`src/hw/rtl/date_keyed_priority_queue_defines.svh`:
```
// ----------------------------------------------------------------------------
// Date-keyed priority queue assertion macros
// Concurrent assertion helpers; they compile to nothing under SYNTHESIS.
// ----------------------------------------------------------------------------
`ifndef DATE_KEYED_PRIORITY_QUEUE_DEFINES_SVH
`define DATE_KEYED_PRIORITY_QUEUE_DEFINES_SVH
`ifndef SYNTHESIS
`define DKPQ_ASSERT(lbl, clk, rst_n, prop, msg) \
  lbl: assert property (@(posedge clk) disable iff (!rst_n) prop) else $error(msg);
`define DKPQ_ASSERT_NEXT(lbl, clk, rst_n, ante, cons, msg) \
  lbl: assert property (@(posedge clk) disable iff (!rst_n) ante |=> cons) else $error(msg);
`else
`define DKPQ_ASSERT(lbl, clk, rst_n, prop, msg)
`define DKPQ_ASSERT_NEXT(lbl, clk, rst_n, ante, cons, msg)
`endif
`endif

```
`src/hw/rtl/dkpq_pkg.sv`:
```
// ----------------------------------------------------------------------------
// Date-keyed priority queue package
// Field widths, status and operation codes, and controller/datapath structs.
// ----------------------------------------------------------------------------
package dkpq_pkg;

  localparam int DAY_W    = 5;
  localparam int MONTH_W  = 4;
  localparam int YEAR_W   = 14;
  localparam int TAG_IN_W = 32;
  localparam int KEY_W    = YEAR_W + MONTH_W + DAY_W;
  localparam int OCC_W    = 5;

  localparam logic FUNC_PUSH = 1'b0;
  localparam logic FUNC_POP  = 1'b1;

  typedef enum logic [1:0] {
    ST_OK    = 2'd0,
    ST_FULL  = 2'd1,
    ST_EMPTY = 2'd2
  } status_t;

  // Commands from the controller to the datapath.
  typedef struct packed {
    logic load_item;
    logic init_scan;
    logic rd_prev;
    logic rd_head;
    logic wr_new;
    logic wr_shift;
    logic finish;
  } dp_cmd_t;

  // Status from the datapath to the controller.
  typedef struct packed {
    logic is_pop;
    logic full;
    logic empty;
    logic left_zero;
    logic greater;
    logic out_free;
  } dp_stat_t;

endpackage

```
`src/hw/rtl/dkpq_ctrl.sv`:
```
// ----------------------------------------------------------------------------
// Date-keyed priority queue controller
// Sequences push insertion scans and pops over the datapath.
// ----------------------------------------------------------------------------
module dkpq_ctrl (
  input  logic               clk,
  input  logic               rst_n,
  input  logic               in_tvalid,
  output logic               in_tready,
  input  dkpq_pkg::dp_stat_t stat,
  output dkpq_pkg::dp_cmd_t  cmd
);

  typedef enum logic [2:0] {
    S_IDLE,
    S_DECIDE,
    S_SCAN,
    S_CMP,
    S_FINISH
  } state_t;

  state_t state_r;
  state_t state_nxt;

  assign in_tready = (state_r == S_IDLE);

  always_comb begin
    cmd       = '0;
    state_nxt = state_r;
    unique case (state_r)
      S_IDLE: begin
        if (in_tvalid) begin
          cmd.load_item = 1'b1;
          state_nxt     = S_DECIDE;
        end
      end
      S_DECIDE: begin
        priority if (!stat.is_pop && !stat.full) begin
          cmd.init_scan = 1'b1;
          state_nxt     = S_SCAN;
        end else if (stat.is_pop && !stat.empty) begin
          cmd.rd_head = 1'b1;
          state_nxt   = S_FINISH;
        end else begin
          state_nxt = S_FINISH;
        end
      end
      S_SCAN: begin
        // With nothing left below the hole, the new entry lands in it.
        if (stat.left_zero) begin
          cmd.wr_new = 1'b1;
          state_nxt  = S_FINISH;
        end else begin
          cmd.rd_prev = 1'b1;
          state_nxt   = S_CMP;
        end
      end
      S_CMP: begin
        // Only a strictly later date moves up, so equal dates stay in arrival order.
        if (stat.greater) begin
          cmd.wr_shift = 1'b1;
          state_nxt    = S_SCAN;
        end else begin
          cmd.wr_new = 1'b1;
          state_nxt  = S_FINISH;
        end
      end
      S_FINISH: begin
        if (stat.out_free) begin
          cmd.finish = 1'b1;
          state_nxt  = S_IDLE;
        end
      end
      default: state_nxt = S_IDLE;
    endcase
  end

  always_ff @(posedge clk) begin
    if (!rst_n) begin
      state_r <= S_IDLE;
    end else begin
      state_r <= state_nxt;
    end
  end

endmodule

```
`src/hw/rtl/dkpq_dp.sv`:
```
// ----------------------------------------------------------------------------
// Date-keyed priority queue datapath
// Circular sorted entry memory, pointers, date compare and result register.
// ----------------------------------------------------------------------------
`include "date_keyed_priority_queue_defines.svh"

module dkpq_dp #(
  parameter int QUEUE_DEPTH = 16,
  parameter int TAG_BITS    = 32
) (
  input  logic                          clk,
  input  logic                          rst_n,
  input  logic                          in_func,
  input  logic [dkpq_pkg::DAY_W-1:0]    in_day,
  input  logic [dkpq_pkg::MONTH_W-1:0]  in_month,
  input  logic [dkpq_pkg::YEAR_W-1:0]   in_year,
  input  logic [dkpq_pkg::TAG_IN_W-1:0] in_tag,
  input  dkpq_pkg::dp_cmd_t             cmd,
  output dkpq_pkg::dp_stat_t            stat,
  input  logic                          out_tready,
  output logic                          out_valid,
  output dkpq_pkg::status_t             out_status,
  output logic [dkpq_pkg::DAY_W-1:0]    out_day,
  output logic [dkpq_pkg::MONTH_W-1:0]  out_month,
  output logic [dkpq_pkg::YEAR_W-1:0]   out_year,
  output logic [dkpq_pkg::TAG_IN_W-1:0] out_tag,
  output logic [dkpq_pkg::OCC_W-1:0]    out_occupancy
);

  localparam int TAG_W = (TAG_BITS < dkpq_pkg::TAG_IN_W) ? TAG_BITS : dkpq_pkg::TAG_IN_W;
  localparam int ENT_W = dkpq_pkg::KEY_W + TAG_W;
  localparam int PTR_W = $clog2(QUEUE_DEPTH);
  localparam int CNT_W = $clog2(QUEUE_DEPTH + 1);
  localparam logic [PTR_W-1:0] PTR_LAST = PTR_W'(QUEUE_DEPTH - 1);
  localparam logic [CNT_W-1:0] CNT_FULL = CNT_W'(QUEUE_DEPTH);

  function automatic logic [PTR_W-1:0] ptr_next(input logic [PTR_W-1:0] p);
    return (p == PTR_LAST) ? '0 : p + 1'b1;
  endfunction

  function automatic logic [PTR_W-1:0] ptr_prev(input logic [PTR_W-1:0] p);
    return (p == '0) ? PTR_LAST : p - 1'b1;
  endfunction

  // Entry layout from the top: year, month, day, tag. The top bits form the key.
  logic [ENT_W-1:0] mem [QUEUE_DEPTH];
  logic [ENT_W-1:0] rdata_r;
  logic [ENT_W-1:0] new_ent;
  logic [ENT_W-1:0] wdata;
  logic [PTR_W-1:0] rd_addr;
  logic             rd_en;
  logic             wr_en;

  logic                          func_r;
  logic [dkpq_pkg::DAY_W-1:0]    day_r;
  logic [dkpq_pkg::MONTH_W-1:0]  month_r;
  logic [dkpq_pkg::YEAR_W-1:0]   year_r;
  logic [TAG_W-1:0]              tag_r;

  logic [PTR_W-1:0] head_r;
  logic [PTR_W-1:0] tail_r;
  logic [PTR_W-1:0] cur_r;
  logic [CNT_W-1:0] count_r;
  logic [CNT_W-1:0] left_r;
  logic [CNT_W-1:0] count_nxt;

  logic push_ok;
  logic pop_ok;
  dkpq_pkg::status_t status_nxt;

  logic                          out_valid_r;
  dkpq_pkg::status_t             out_status_r;
  logic [dkpq_pkg::DAY_W-1:0]    out_day_r;
  logic [dkpq_pkg::MONTH_W-1:0]  out_month_r;
  logic [dkpq_pkg::YEAR_W-1:0]   out_year_r;
  logic [dkpq_pkg::TAG_IN_W-1:0] out_tag_r;
  logic [dkpq_pkg::OCC_W-1:0]    out_occ_r;

  assign new_ent = {year_r, month_r, day_r, tag_r};
  assign wdata   = cmd.wr_new ? new_ent : rdata_r;
  assign wr_en   = cmd.wr_new | cmd.wr_shift;
  assign rd_en   = cmd.rd_prev | cmd.rd_head;
  assign rd_addr = cmd.rd_head ? head_r : ptr_prev(cur_r);

  assign stat.is_pop    = (func_r == dkpq_pkg::FUNC_POP);
  assign stat.full      = (count_r == CNT_FULL);
  assign stat.empty     = (count_r == '0);
  assign stat.left_zero = (left_r == '0);
  assign stat.greater   = (rdata_r[ENT_W-1 -: dkpq_pkg::KEY_W] > new_ent[ENT_W-1 -: dkpq_pkg::KEY_W]);
  assign stat.out_free  = !out_valid_r || out_tready;

  assign push_ok = !stat.is_pop && !stat.full;
  assign pop_ok  = stat.is_pop && !stat.empty;

  always_comb begin
    priority if (push_ok) begin
      count_nxt = count_r + 1'b1;
    end else if (pop_ok) begin
      count_nxt = count_r - 1'b1;
    end else begin
      count_nxt = count_r;
    end
    priority if (stat.is_pop && stat.empty) begin
      status_nxt = dkpq_pkg::ST_EMPTY;
    end else if (!stat.is_pop && stat.full) begin
      status_nxt = dkpq_pkg::ST_FULL;
    end else begin
      status_nxt = dkpq_pkg::ST_OK;
    end
  end

  always_ff @(posedge clk) begin
    if (wr_en) begin
      mem[cur_r] <= wdata;
    end
    if (rd_en) begin
      rdata_r <= mem[rd_addr];
    end
  end

  always_ff @(posedge clk) begin
    if (!rst_n) begin
      head_r      <= '0;
      tail_r      <= '0;
      count_r     <= '0;
      out_valid_r <= 1'b0;
    end else begin
      if (cmd.finish) begin
        count_r     <= count_nxt;
        out_valid_r <= 1'b1;
        if (push_ok) begin
          tail_r <= ptr_next(tail_r);
        end
        if (pop_ok) begin
          head_r <= ptr_next(head_r);
        end
      end else if (out_tready) begin
        out_valid_r <= 1'b0;
      end
    end
  end

  always_ff @(posedge clk) begin
    if (cmd.load_item) begin
      func_r  <= in_func;
      day_r   <= in_day;
      month_r <= in_month;
      year_r  <= in_year;
      tag_r   <= in_tag[TAG_W-1:0];
    end
    // The hole starts just past the tail and walks down as later entries move up.
    if (cmd.init_scan) begin
      cur_r  <= tail_r;
      left_r <= count_r;
    end else if (cmd.wr_shift) begin
      cur_r  <= ptr_prev(cur_r);
      left_r <= left_r - 1'b1;
    end
    if (cmd.finish) begin
      out_status_r <= status_nxt;
      out_occ_r    <= dkpq_pkg::OCC_W'(count_nxt);
      if (pop_ok) begin
        out_year_r  <= rdata_r[ENT_W-1 -: dkpq_pkg::YEAR_W];
        out_month_r <= rdata_r[TAG_W+dkpq_pkg::DAY_W +: dkpq_pkg::MONTH_W];
        out_day_r   <= rdata_r[TAG_W +: dkpq_pkg::DAY_W];
        out_tag_r   <= dkpq_pkg::TAG_IN_W'(rdata_r[TAG_W-1:0]);
      end else begin
        out_year_r  <= '0;
        out_month_r <= '0;
        out_day_r   <= '0;
        out_tag_r   <= '0;
      end
    end
  end

  assign out_valid     = out_valid_r;
  assign out_status    = out_status_r;
  assign out_day       = out_day_r;
  assign out_month     = out_month_r;
  assign out_year      = out_year_r;
  assign out_tag       = out_tag_r;
  assign out_occupancy = out_occ_r;

  `DKPQ_ASSERT(a_count_bound, clk, rst_n, count_r <= CNT_FULL, "entry count above depth")
  `DKPQ_ASSERT(a_empty_ptrs, clk, rst_n, (count_r == '0) |-> (head_r == tail_r), "head and tail apart on empty queue")
  `DKPQ_ASSERT(a_shift_later, clk, rst_n, cmd.wr_shift |-> (stat.greater && !stat.full), "shift of an entry that is not later")
  `DKPQ_ASSERT_NEXT(a_finish_valid, clk, rst_n, cmd.finish, out_valid_r, "finished word not presented")

endmodule

```
`src/hw/rtl/date_keyed_priority_queue.sv`:
```
// ----------------------------------------------------------------------------
// Date-keyed priority queue
// Bounded sorted queue of dated entries; push inserts in date order, pop
// returns the earliest entry. Equal dates leave first-in first-out.
// ----------------------------------------------------------------------------
// Input words: in_tuser selects push (0) or pop (1); in_tdata carries the date
// and tag of a push. Each input word yields exactly one output word with a
// status in out_tuser and the popped entry plus the occupancy in out_tdata.
// One word is processed at a time; in_tready is high while the block is idle.
// A pop or a rejected push passes the decide and finish states before
// out_tvalid rises. A push walks a hole down from the tail past each later
// entry: each step reads one entry from the single-port entry memory, waits
// for its registered data, compares dates and writes it one slot higher. The
// scan stops at the first entry that is not later, or when every held entry
// has moved, and the new entry is written into the hole. in_tready returns
// as the result is registered. The result sits in an output register; a
// stalled receiver holds it, and the block may accept the next word
// meanwhile, finishing it once the register is taken. Reset empties the
// queue and drops any pending result; no clearing pass is needed.
// ----------------------------------------------------------------------------
module date_keyed_priority_queue #(
  parameter int QUEUE_DEPTH = 16,
  parameter int TAG_BITS    = 32
) (
  input  logic        clk,
  input  logic        rst_n,
  input  logic        in_tvalid,
  output logic        in_tready,
  input  logic [55:0] in_tdata,   // day[4:0], month[8:5], year[22:9], tag[54:23], pad
  input  logic        in_tuser,   // func[0]
  output logic        out_tvalid,
  input  logic        out_tready,
  output logic [63:0] out_tdata,  // day[4:0], month[8:5], year[22:9], tag[54:23],
                                  // occupancy[59:55], pad
  output logic [1:0]  out_tuser   // status[1:0]
);

  dkpq_pkg::dp_cmd_t  cmd;
  dkpq_pkg::dp_stat_t stat;
  dkpq_pkg::status_t  status;

  logic [dkpq_pkg::DAY_W-1:0]    o_day;
  logic [dkpq_pkg::MONTH_W-1:0]  o_month;
  logic [dkpq_pkg::YEAR_W-1:0]   o_year;
  logic [dkpq_pkg::TAG_IN_W-1:0] o_tag;
  logic [dkpq_pkg::OCC_W-1:0]    o_occ;

  dkpq_ctrl u_ctrl (
    .clk       (clk),
    .rst_n     (rst_n),
    .in_tvalid (in_tvalid),
    .in_tready (in_tready),
    .stat      (stat),
    .cmd       (cmd)
  );

  dkpq_dp #(
    .QUEUE_DEPTH (QUEUE_DEPTH),
    .TAG_BITS    (TAG_BITS)
  ) u_dp (
    .clk           (clk),
    .rst_n         (rst_n),
    .in_func       (in_tuser),
    .in_day        (in_tdata[4:0]),
    .in_month      (in_tdata[8:5]),
    .in_year       (in_tdata[22:9]),
    .in_tag        (in_tdata[54:23]),
    .cmd           (cmd),
    .stat          (stat),
    .out_tready    (out_tready),
    .out_valid     (out_tvalid),
    .out_status    (status),
    .out_day       (o_day),
    .out_month     (o_month),
    .out_year      (o_year),
    .out_tag       (o_tag),
    .out_occupancy (o_occ)
  );

  assign out_tdata = {4'b0000, o_occ, o_tag, o_year, o_month, o_day};
  assign out_tuser = status;

endmodule

```
`config.mk`:
```
export PLATFORM = sky130hd
export DESIGN_NAME = date_keyed_priority_queue
export DESIGN_NICKNAME = d
export VERILOG_FILES = /design/src/hw/rtl/dkpq_pkg.sv /design/src/hw/rtl/dkpq_ctrl.sv /design/src/hw/rtl/dkpq_dp.sv /design/src/hw/rtl/date_keyed_priority_queue.sv
export VERILOG_INCLUDE_DIRS = /design/src /design/src/hw/rtl
export SDC_FILE = /design/constraint.sdc
export NUM_CORES = 1
export LEC_CHECK = 0
export ABC_AREA = 1
export BUFFER_PORTS_ARGS = -buffer_cell sky130_fd_sc_hd__buf_2
export CAP_MARGIN = 10
export CORE_ASPECT_RATIO = 0.8
export CORE_UTILIZATION = 55
export CTS_CLUSTER_SIZE = 25
export DETAILED_ROUTE_END_ITERATION = 8
export PLACE_DENSITY = 0.72
export SYNTH_ARGS = -nofsm -noshare
export SYNTH_HDL_FRONTEND = slang
export SYNTH_HIERARCHICAL = 1
export SYNTH_SLANG_ARGS = --single-unit
```
`constraint.sdc`:
```
create_clock -name clk -period 8.3 [get_ports clk]
set_input_delay 0.83 -clock clk [delete_from_list [all_inputs] [get_ports clk]]
set_output_delay 0.83 -clock clk [all_outputs]
set_load 0.03 [all_outputs]
```
After elaboration in Yosys (flattened, before gate mapping):

Memories as Yosys holds them, arrays and structs flattened. A register that Yosys moved wholly into a read port is not among the register bits.
Index checks and enable logic that the tools add are counted.

* output and inout bits: 68
* input port bits: 61
* bits in writable memories: 880
* memories: 1
* bits in registers: 144

Memory list
* u_dp.mem: depth 16, width 55, read ports 1, clocked after memory_dff 1, wr ports 1, line dkpq_dp.sv:46 `logic [ENT_W-1:0] mem [QUEUE_DEPTH];`

* equal/unequal tests: 9
* muxes and demuxes: 38
* $lt $le $gt $ge: 1
* add/sub/neg operators: 6
* bitwise logic cells: 2
* reductions and logical operators: 18

Operators by type and width (count)
* $mux 55: 1
* $mux 4: 6
* $gt 23x23->1: 1
* $mux 1: 20
* $mux 5: 4
* $mux 3: 5
* $pmux 3 s5: 1
* $logic_not 5->1: 2
* $sub 5x1->5 const B: 2
* $add 4x1->4 const B: 2
* $eq 4x4->1 const B: 2
* $eq 3x2->1 const B: 2
* $reduce_and 2->1: 3
* $add 5x1->5 const B: 1
* $eq 5x5->1 const B: 1
* $logic_and 1x1->1: 4
* $logic_not 1->1: 4
* $logic_not 4->1: 1
* $ne 2x2->1 const B: 2
* $reduce_bool 2->1: 2
* $sub 4x1->4 const B: 1
* $eq 3x1->1 const B: 1
* $eq 3x3->1 const B: 1
* $logic_not 3->1: 1
* 3 further kinds: 4

Longest topological paths before layout:

* depth after elaboration: 7
* depth in mapped cells: 20
* depth with buffers taken out: 18

Cells and area by module:

Netlist, hierarchy kept.

Modules (own cells, without submodules)
* dkpq_dp: cells each 4200, instances 1, area each 45934.1 um2
* dkpq_ctrl: cells each 45, instances 1, area each 244.0 um2
* date_keyed_priority_queue: cells each 5, instances 1, area each 33.8 um2

Worst setup path after synthesis:

No wires, ideal clock.

* kind: in2reg
* from: in in_tvalid
* to: reg u_dp/day_r[0] (netlist bit), enable pin
* arrival time: 6.160 ns
* path buffers: 0
* cell stages on the path: 2
* path slack: 1.532 ns
* cell sequence: inv_1 nor4_1

RTL lines
* start, declared: line date_keyed_priority_queue.sv:27 `input logic in_tvalid,`
* end signal, assigned: line dkpq_dp.sv:146 `day_r <= in_day;`
* end, declared: line dkpq_dp.sv:55 `logic [dkpq_pkg::DAY_W-1:0] day_r;`

==> flow_metrics.py <==
metrics = {
    "final_layout": {
        "final_cell_mix": "edfxtp_1 (1,062), nand2_1 (1,052), nand3_1 (1,008)",
        "layout_commonest_cell": "edfxtp_1",
        "fillCellCount": 6247,
        "multiInputGateArea_sq_um": 10800,
        "layout.nets": 4418,
        "post-route-util_pct": 62.2,
        "layout-drive-gt1-share_pct": 9.27,
        "ff_latch_area_sq_um": 32200,
        "syn_to_final_growth_pct": 11.2,
    },
    "yosys": {
        "synth-compound-area-share_pct": 1.29,
        "yosysWarnings": 6,
        "syn_area_sq_um": 46200,
        "synth.mux.area_fraction_pct": 0,
        "synth.top_cell.area_share_pct": 69.0,
        "synth_top_family_by_area": "simple AND/OR/NAND/NOR gates",
        "synth_edf_count": 1062,
        "yosysUniqueCellTypes": 33,
        "synth_ff_type": "edfxtp_1",
        "yosys-top-cells-area": "edfxtp_1 (69%), nand3_1 (11%), nand2_1 (8.6%), inv_1 (4.6%), buf_2 (1.5%)",
        "synth-simple-area-share_pct": 20.7,
        "avgSynthCellArea_sq_um": 10.9,
        "async_flop_share_pct": 0,
        "netlist_instances": 4250,
        "synth_fa_ha_area_share_pct": 0.921,
        "yosysSeqAreaShare_pct": 69.7,
        "synth-xor-area-share_pct": 0.133,
        "synth-seq-cells": 1079,
        "yosysTopAreaCell": "edfxtp_1",
    },
    "global_route": {
        "antenna_found_initial": 0,
        "grt_pass1_vias": 28600,
        "grt_max_degree": 221,
        "grt_overflow_total": 0,
        "grt_pass1_wl_microns": 167000,
        "grtUsageTotal_pct": 25.8,
    },
    "worst_setup_path": {
        "crit_fanout": 70,
        "crit_buf_inv": 5,
        "crit_path_end_kind": "flip-flop",
        "crit_top_cell": "inv_1",
        "path_cells": "ha_1, nand4_1, or2_2, inv_1, nand3b_1, nand2_1, inv_1, inv_1, nand2_1, nand2_4, nor2_1, inv_1, nand2_1, nor2_4, buf_4",
        "worstSetupPathType": "reg -> reg",
        "cp.required_ns": 8.61,
        "crit_slowest_cell": "nor2_4",
        "cp-start-kind": "flip-flop",
        "critPathArrivalTime_ns": 5.51,
        "cpLargestDelayFamily": "simple AND/OR/NAND/NOR gates",
        "critical-path-max-stage-delay_ns": 0.97,
    },
    "placement": {
        "hpwlAfterDp_microns": 53000,
        "gp_congestion": 0.817,
        "port-buffer-count": 123,
    },
    "floorplanning": {
        "start_util_pct": 55.9,
        "die_h_microns": 261,
        "die_x_microns": 326,
        "io_pins": 129,
        "die-area_sq_um": 85200,
        "coreArea_sq_um": 82700,
        "num_rows": 94,
    },
    "route": {
        "avgViaCountPerCell": 5.59,
        "vias": 30900,
        "dr.pass1.iters": 6,
        "routedWlPerCell_microns": 20.0,
        "wirelength_microns": 110000,
        "drc_errors": 0,
        "drt_iter0_drc": 3750,
        "drtAntennaViolNets": 0,
    },
    "flow_run": {
        "max-cap-violations": 0,
    },
    "min_path": {
        "min_path_type": "in -> reg",
    },
    "clocking": {
        "cts_buffer_depth": 3,
        "cts_buffers": 104,
        "post_cts_resized": 0,
        "postCtsSetupRepairBufs": 0,
        "cts_tree": "built",
        "clk-insertion-delay-late_ns": 0.70,
        "cts_hold_buf": 0,
        "cts_sinks": 1079,
        "path_clk_slew_ns": 0.06,
        "cts.htree.levels": 3,
        "cts_root_buf": "clkbuf_16",
    },
    "timing": {
        "tns_ns": 0,
        "max_freq_mhz": 192,
        "finalHoldViolCount": 0,
        "max_slew_margin_pct": 20.3,
        "min_period_ns": 5.20,
        "setup_violations": 0,
        "slew_viol_final": 0,
        "tightest_slew_ns": 1.19,
        "fin_crit_sh_pct": 62.7,
        "fin_worst_skew_ns": 0.0295,
        "rsz0062_at_grt": "no",
    },
    "pwr": {
        "p_leak_nw": 20.9,
        "ir_drop_uv": 178,
        "power_density_nw_per_um2": 247,
    },
    "outcome": {
        "status": "completed",
    },
}
kinds of logic after synthesis:
logic type / Yosys count
compound gates: 115
xor+xnor: 7
fa+ha+maj: 34
buf+inv: 828
flops: 1079
other cells: 1
simple gates: 2186
power breakdown:
group | switching [mW] | internal (mW) | total [mW]
clock | 2.01 | 2.72 | 4.73
combinational | 1.26 | 0.464 | 1.72
sequential | 0.0462 | 6.22 | 6.27
synthesized netlist by cell type (3+ instances only):
master,n
edfxtp_1,1062
nand2_1,1054
nand3_1,1008
inv_1,572
buf_2,137
nor2_1,98
clkbuf_1,83
o21ai_0,82
ha_1,34
a21oi_1,26
buf_1,19
dfxtp_1,17
buf_4,9
nand4_1,7
buf_6,5
nor3_1,5
or2_2,5
xor2_1,5
inv_2,3
registers in the layout (all words and copies together) (netlist names), 5 cells and up:
register            count
u_dp/year_r            14
u_dp/out_day            5
u_dp/count_r            5
u_dp/out_occupancy      5
u_dp/out_year          14
u_dp/rdata_r           55
u_dp/tag_r             32
u_dp/day_r              5
u_dp/mem              880
u_dp/out_tag           32
u_dp/left_r             5
through the flow:
stage | cell area [sq um] | hold WS [ns] | instances | power (mW) | setup WS [ns]
2_1_floorplan | 46200 | 0.455 | 4253 | 7.55 | 1.53
3_3_place_gp | 48000 | 0.472 | 5320 | 8.04 | 3.23
3_5_place_dp | 48000 | 0.483 | 5320 | 8.07 | 3.13
4_1_cts | 51400 | 0.284 | 5514 | 12.8 | 3.09
5_1_grt | 51400 | 0.295 | 5515 | 13.1 | 2.80
6_report | 51400 | 0.313 | 5516 | 12.7 | 3.10
worst paths after layout:
check | from | endpoint | slack, ns | cells after the start
worst min-delay path | in_tdata[24] | u_dp/tag_r[1]$_DFFE_PP_ | 0.31 | 1
worst max-delay path | u_dp/rdata_r[54]$_DFFE_PP_ | u_dp/mem[10][10]$_DFFE_PP_ | 3.10 | 15
worst max register to register | u_dp/rdata_r[54]$_DFFE_PP_ | u_dp/mem[10][10]$_DFFE_PP_ | 3.10 | 15
worst min register to register | u_dp/head_r[3]$_SDFFE_PN0P_ | u_dp/head_r[3]$_SDFFE_PN0P_ | 0.49 | 2
routing by layer:
layer | GRT usage [%] | up-vias | part of all wire, %
met5 | 0 | - | 0
met4 | 8.57 | 0 | 2.6
met3 | 3.20 | 218 | 8.8
met2 | 41.5 | 1482 | 47
met1 | 36.9 | 14700 | 42
li1 | - | 14500 | -
cell type report:
type,instances,share of cell area (%)
diodes,1,0.00487
clock buffers,127,5.31
well taps,1104,2.69
clock inverters,67,1.33
inverters,575,4.23
repair buffers,217,2.63
multi-input cells,2346,21.1
flip-flops and latches,1079,62.7
Power figures use the tool's default switching activity.
